[config.mk]
export PLATFORM = sky130hd
export DESIGN_NAME = hsv_to_rgb_converter
export DESIGN_NICKNAME = d
export VERILOG_FILES = /design/src/sv/hsvrgb_pkg.sv /design/src/sv/hsvrgb_route.sv /design/src/sv/hsv_to_rgb_converter.sv
export SDC_FILE = /design/constraint.sdc
export NUM_CORES = 1
export LEC_CHECK = 0
export BUFFER_PORTS_ARGS = -buffer_cell sky130_fd_sc_hd__clkbuf_2
export CAP_MARGIN = 15
export CELL_PAD_IN_SITES_DETAIL_PLACEMENT = 0
export CELL_PAD_IN_SITES_GLOBAL_PLACEMENT = 1
export CORE_AREA = 2 2 209 211
export CTS_CLUSTER_SIZE = 24
export DETAILED_ROUTE_END_ITERATION = 10
export DIE_AREA = 0 0 211 213
export GPL_TIMING_DRIVEN = 1
export PLACE_DENSITY_LB_ADDON = 0.25
export SLEW_MARGIN = 20
export SYNTH_ARGS = -nofsm -noshare
export SYNTH_HDL_FRONTEND = slang
export SYNTH_SLANG_ARGS = --single-unit
[constraint.sdc]
create_clock -name clock -period 6.9 [get_ports clock]
set_clock_uncertainty 0.2 [all_clocks]
set_input_delay 1.035 -clock clock [delete_from_list [all_inputs] [get_ports clock]]
set_output_delay 1.035 -clock clock [all_outputs]
set_load 0.01 [all_outputs]
[src/sv/hsvrgb_pkg.sv]
// shared types, sector codes and helpers for the hsv to rgb converter
package hsvrgb_pkg;

   localparam int HUE_W   = 16;
   localparam int CHAN_W  = 8;
   localparam int SECT_W  = 3;
   localparam int PROD_W  = 2 * CHAN_W;

   localparam logic [SECT_W-1:0] SEC_RED     = 3'd0;
   localparam logic [SECT_W-1:0] SEC_YELLOW  = 3'd1;
   localparam logic [SECT_W-1:0] SEC_GREEN   = 3'd2;
   localparam logic [SECT_W-1:0] SEC_CYAN    = 3'd3;
   localparam logic [SECT_W-1:0] SEC_BLUE    = 3'd4;
   localparam logic [SECT_W-1:0] SEC_MAGENTA = 3'd5;

   typedef struct packed {
      logic [CHAN_W-1:0] v;
      logic [CHAN_W-1:0] p;
      logic [CHAN_W-1:0] q;
      logic [CHAN_W-1:0] t;
   } levels_type;

   typedef struct packed {
      logic [CHAN_W-1:0] blue;
      logic [CHAN_W-1:0] green;
      logic [CHAN_W-1:0] red;
   } rgb_type;

   // exact floor(x / 255) for x up to 255 * 255
   function automatic logic [CHAN_W-1:0] div255(input logic [PROD_W-1:0] x);
      logic [PROD_W:0] y;
      logic [PROD_W:0] s;
      begin
         y = {1'b0, x} + 17'd1;
         s = y + {8'd0, y[PROD_W:8]};
         div255 = s[PROD_W-1:8];
      end
   endfunction

endpackage

[src/sv/hsvrgb_route.sv]
// sector router: steers v, p, q and t onto the red, green and blue channels
module hsvrgb_route
   import hsvrgb_pkg::*;
(
   input  logic [SECT_W-1:0] sector,
   input  levels_type        levels,
   output rgb_type           rgb
);

   always_comb begin
      case (sector)
         SEC_RED: begin
            rgb.red = levels.v; rgb.green = levels.t; rgb.blue = levels.p;
         end
         SEC_YELLOW: begin
            rgb.red = levels.q; rgb.green = levels.v; rgb.blue = levels.p;
         end
         SEC_GREEN: begin
            rgb.red = levels.p; rgb.green = levels.v; rgb.blue = levels.t;
         end
         SEC_CYAN: begin
            rgb.red = levels.p; rgb.green = levels.q; rgb.blue = levels.v;
         end
         SEC_BLUE: begin
            rgb.red = levels.t; rgb.green = levels.p; rgb.blue = levels.v;
         end
         default: begin
            rgb.red = levels.v; rgb.green = levels.p; rgb.blue = levels.q;
         end
      endcase
   end

endmodule

[src/sv/hsv_to_rgb_converter.sv]
// top level of the hsv to rgb converter: four stage pipeline with stream ports
// The converter takes one hsv item per clock while req_tready is high, and returns one rgb item for each, in order.
// An accepted item passes through all four register stages before it is on the rsp side.
// Hue times six, the two saturation-fraction products, the three value products, and the
// exact divide by 255 with sector routing each get one register stage. Every stage only
// holds its item when the stage after it is full and stalled, so bubbles are squeezed
// out and a stall on rsp_tready holds all items in place without loss.
module hsv_to_rgb_converter
   import hsvrgb_pkg::*;
(
   input  logic        clock,
   input  logic        reset,
   input  logic        req_tvalid,
   output logic        req_tready,
   input  logic [31:0] req_tdata,   // hue[15:0], saturation[23:16], brightness[31:24]
   output logic        rsp_tvalid,
   input  logic        rsp_tready,
   output logic [23:0] rsp_tdata    // red[7:0], green[15:8], blue[23:16]
);

   logic [HUE_W-1:0]  hue;
   logic [CHAN_W-1:0] saturation;
   logic [CHAN_W-1:0] brightness;

   logic v1_ff, v2_ff, v3_ff, v4_ff;
   logic go1, go2, go3, go4;

   logic [SECT_W-1:0] sec1_ff, sec2_ff, sec3_ff;
   logic [HUE_W-1:0]  frac1_ff;
   logic [CHAN_W-1:0] sat1_ff;
   logic [CHAN_W-1:0] val1_ff, val2_ff, val3_ff;
   logic [CHAN_W-1:0] ap2_ff, aq2_ff, at2_ff;
   logic [PROD_W-1:0] mp3_ff, mq3_ff, mt3_ff;
   rgb_type           rgb4_ff;

   logic [HUE_W+2:0]  scaled_in;
   logic [HUE_W:0]    comp;
   logic [23:0]       sf_prod;
   logic [23:0]       sc_prod;
   levels_type        levels;
   rgb_type           rgb_in;

   assign hue        = req_tdata[15:0];
   assign saturation = req_tdata[23:16];
   assign brightness = req_tdata[31:24];

   // stall chain
   assign go4        = !v4_ff || rsp_tready;
   assign go3        = !v3_ff || go4;
   assign go2        = !v2_ff || go3;
   assign go1        = !v1_ff || go2;
   assign req_tready = go1;

   assign scaled_in = {3'd0, hue} * 19'd6;
   assign comp      = 17'h10000 - {1'b0, frac1_ff};
   assign sf_prod   = {16'd0, sat1_ff} * {8'd0, frac1_ff};
   assign sc_prod   = {16'd0, sat1_ff} * {7'd0, comp};

   assign levels.v = val3_ff;
   assign levels.p = div255(mp3_ff);
   assign levels.q = div255(mq3_ff);
   assign levels.t = div255(mt3_ff);

   hsvrgb_route u_route (
      .sector (sec3_ff),
      .levels (levels),
      .rgb    (rgb_in)
   );

   always_ff @(posedge clock) begin
      if (reset) begin
         v1_ff <= 1'b0;
         v2_ff <= 1'b0;
         v3_ff <= 1'b0;
         v4_ff <= 1'b0;
      end else begin
         if (go1) v1_ff <= req_tvalid;
         if (go2) v2_ff <= v1_ff;
         if (go3) v3_ff <= v2_ff;
         if (go4) v4_ff <= v3_ff;
      end
   end

   always_ff @(posedge clock) begin
      if (go1) begin
         sec1_ff  <= scaled_in[HUE_W+2:HUE_W];
         frac1_ff <= scaled_in[HUE_W-1:0];
         sat1_ff  <= saturation;
         val1_ff  <= brightness;
      end
      if (go2) begin
         sec2_ff <= sec1_ff;
         val2_ff <= val1_ff;
         ap2_ff  <= 8'd255 - sat1_ff;
         aq2_ff  <= 8'd255 - sf_prod[23:16];
         at2_ff  <= 8'd255 - sc_prod[23:16];
      end
      if (go3) begin
         sec3_ff <= sec2_ff;
         val3_ff <= val2_ff;
         mp3_ff  <= {8'd0, val2_ff} * {8'd0, ap2_ff};
         mq3_ff  <= {8'd0, val2_ff} * {8'd0, aq2_ff};
         mt3_ff  <= {8'd0, val2_ff} * {8'd0, at2_ff};
      end
      if (go4) begin
         rgb4_ff <= rgb_in;
      end
   end

   assign rsp_tvalid = v4_ff;
   assign rsp_tdata  = rgb4_ff;

endmodule

==> qor.yml <==
outcome:
  status: "finished, final reports clean"
global_routing:
  grt_max_degree: 60
  grt_overflow_total: 0
  grt_pass1_wl_mm: 76.9
  antenna_found_initial: 0
  track_usage: 0.215
  grt_pass1_vias: 15500
setup_path:
  crit_start: "frac1_ff[8]"
  rr_worst_depth: 21
  rrSetupSlack_ps: 470
  cp.required_ps: 6870
  endpoint_kind: "flop"
  r2r_start: "frac1_ff[8]"
  worst_setup_path_start_kind: "flop"
  crit_end: "at2_ff[7]"
  crit_fanout: 11
  critical_path_class: "reg2reg"
  cp_data_arrival_time_ps: 6400
  worstReg2RegEnd: "at2_ff[7]"
cts:
  clk_pin_slew_ps: 60
  cts.sinks: 156
  cts_tree: "done"
  max-clock-path-buffers: 2
  h-tree-depth: 4
  cts_setup_buffers: 0
  cts_resized: 0
  cts_made_buffers: 17
  cts_hold_buf: 0
  cts_root_buf: "clkbuf_16"
  insertion_delay_ps: 450
sta:
  fin_crit_sh: 0.932
  rsz0062_at_grt: "false"
  slew_headroom: 0.263
  fin_crit_ps: 6430
  fmax_mhz: 156
  tightest_slew_ps: 1110
  slew_violations: 0
  final_hold_viol_count: 0
  setup_viol: 0
  setup_tns_ps: 0
  hold-worst-slack_ps: 218
floorplan:
  ios: 62
  rows: 76
  fp.dieH_microns: 213
  start_util: 0.496
  die_w_microns: 211
  die-area_sq_mm: 0.0449
  coreArea_sq_mm: 0.0427
logic_synthesis:
  syn_avg_cell_area_sq_um: 9.68
  async_flop_share: 0
  synth_cells: 2189
  synth_cell_types: 77
  synth_warnings: 0
  synthesis.nets: 2725
  synth_edf_count: 152
  synth-seq-cells: 156
  syn_area_sq_mm: 0.0212
  synth_flop_cell: "edfxtp_1"
  ys_seq_area_frac: 0.219
worst_hold_path:
  worstHoldPathType: "reg2reg"
  holdPathStages: 0
route:
  num_vias: 14600
  drt-total-wl_mm: 44.7
  wl_per_cell_microns: 16.1
  drc: 0
  vias_per_cell: 5.25
  detail-route-antenna-nets: 0
  drt_iter0_drc: 790
  first_pass_iters: 5
placement:
  place.gp.congestion: 0.848
  port_buffers: 61
  dp_hpwl_mm: 36.7
layout:
  area_growth_pct: 6.91
  final_common_cell: "inv_1"
  layout_common_cells: "inv_1 (346), fa_1 (268), nand2_1 (255), and2_1 (243), ha_1 (232)"
  n_antenna_cell: 0
  drive_gt1_frac: 0.0654
  fin_nets: 2757
job:
  max_cap_violations: 0
==> state kept, by name, indices dropped and copies added (netlist names), 3 cells and up <==
name / flops
ap2_ff: 8
aq2_ff: 8
at2_ff: 8
frac1_ff: 15
mp3_ff: 16
mq3_ff: 16
mt3_ff: 16
rsp_tdata: 24
sat1_ff: 8
sec1_ff: 3
sec2_ff: 3
sec3_ff: 3
val1_ff: 8
val2_ff: 8
val3_ff: 8
==> cell type report <==
type                    instances  area [sq um]
repair buffers                 80           475
clock inverters                12           124
fillers                      3814         20000
multi-input cells            1619         15000
clock buffers                  19           433
inverters                     347          1300
well taps                     546           683
flip-flops and latches        156          4640
==> per-stage QoR <==
step	util	std cells	cell area [sq um]	setup slack, ps
detailed placement	0.517	2746	22100	508
global placement	0.517	2746	22100	631
finish	0.531	2779	22700	470
CTS	0.530	2777	22600	493
floorplan	-	2189	21200	1050
global route	0.531	2779	22700	67.1
==> cells in the mapped netlist, types with 8 or more instances <==
cell / n / area [sq um]
nand2_1: 257 / 965
nand3_1: 38 / 190
a211oi_1: 8 / 60.1
o21ai_0: 40 / 200
nand2b_1: 13 / 81.3
ha_1: 232 / 2900
clkbuf_1: 63 / 236
a21oi_1: 67 / 335
inv_1: 346 / 1300
or3_1: 13 / 81.3
fa_1: 268 / 5370
edfxtp_1: 152 / 4560
and3_1: 8 / 50.1
a21o_1: 19 / 143
nor2_1: 83 / 312
xnor2_1: 94 / 823
mux2i_1: 8 / 80.1
nor2b_1: 19 / 119
nand4_1: 12 / 75.1
and2_1: 243 / 1520
xor2_1: 40 / 350
nor4_1: 15 / 93.8
nor3_1: 24 / 120
==> per-layer routing <==
metal | vias to the layer above | share of wire | global-route usage
met5 | - | 0 | 0
met3 | 60 | 0.030 | 0.0304
met1 | 7120 | 0.44 | 0.265
met2 | 248 | 0.51 | 0.388
li1 | 7169 | - | -
met4 | 0 | 0.022 | 0.0695
==> worst max-delay path, stage by stage (launching register included) <==
cell	delay, ps
edfxtp_1	540
or3_1	450
or3_1	440
nor2_1	190
nand2_1	90
xor2_1	430
and2_1	230
fa_1	430
fa_1	470
fa_1	550
inv_1	50
fa_1	530
inv_1	40
ha_1	330
a21oi_1	170
nor2b_1	60
o21ai_0	140
nand2b_1	80
o21ai_0	280
a21oi_1	150
nor4_1	210
a311oi_1	80
==> kinds of logic (layout without fill, tap and decap cells) <==
family                   Yosys count  count (layout)  share of synthesized area
AND/OR/NAND/NOR                  756             756                      0.184
buffers and inverters            414             458                     0.0735
AO/OA/AOI/OAI                    214             214                     0.0688
XOR/XNOR                         138             138                     0.0585
flip-flops                       156             156                      0.219
multiplexers                      11              11                    0.00537
adder cells (fa/ha/maj)          500             500                      0.390
==> worst min-delay path by stage <==
stage | startpoint | endpoint | slack (ps)
floorplan | sec1_ff[0] | sec2_ff[0] | 200
global placement | val1_ff[0] | val2_ff[0] | 200
detailed placement | val1_ff[0] | val2_ff[0] | 210
CTS | val1_ff[0] | val2_ff[0] | 220
global route | sec1_ff[2] | sec2_ff[2] | 220
finish | val1_ff[6] | val2_ff[6] | 220
Power is left out: the tool's default activity adds up to more than one toggle a clock period on the data nets, which glitch-free logic cannot reach.
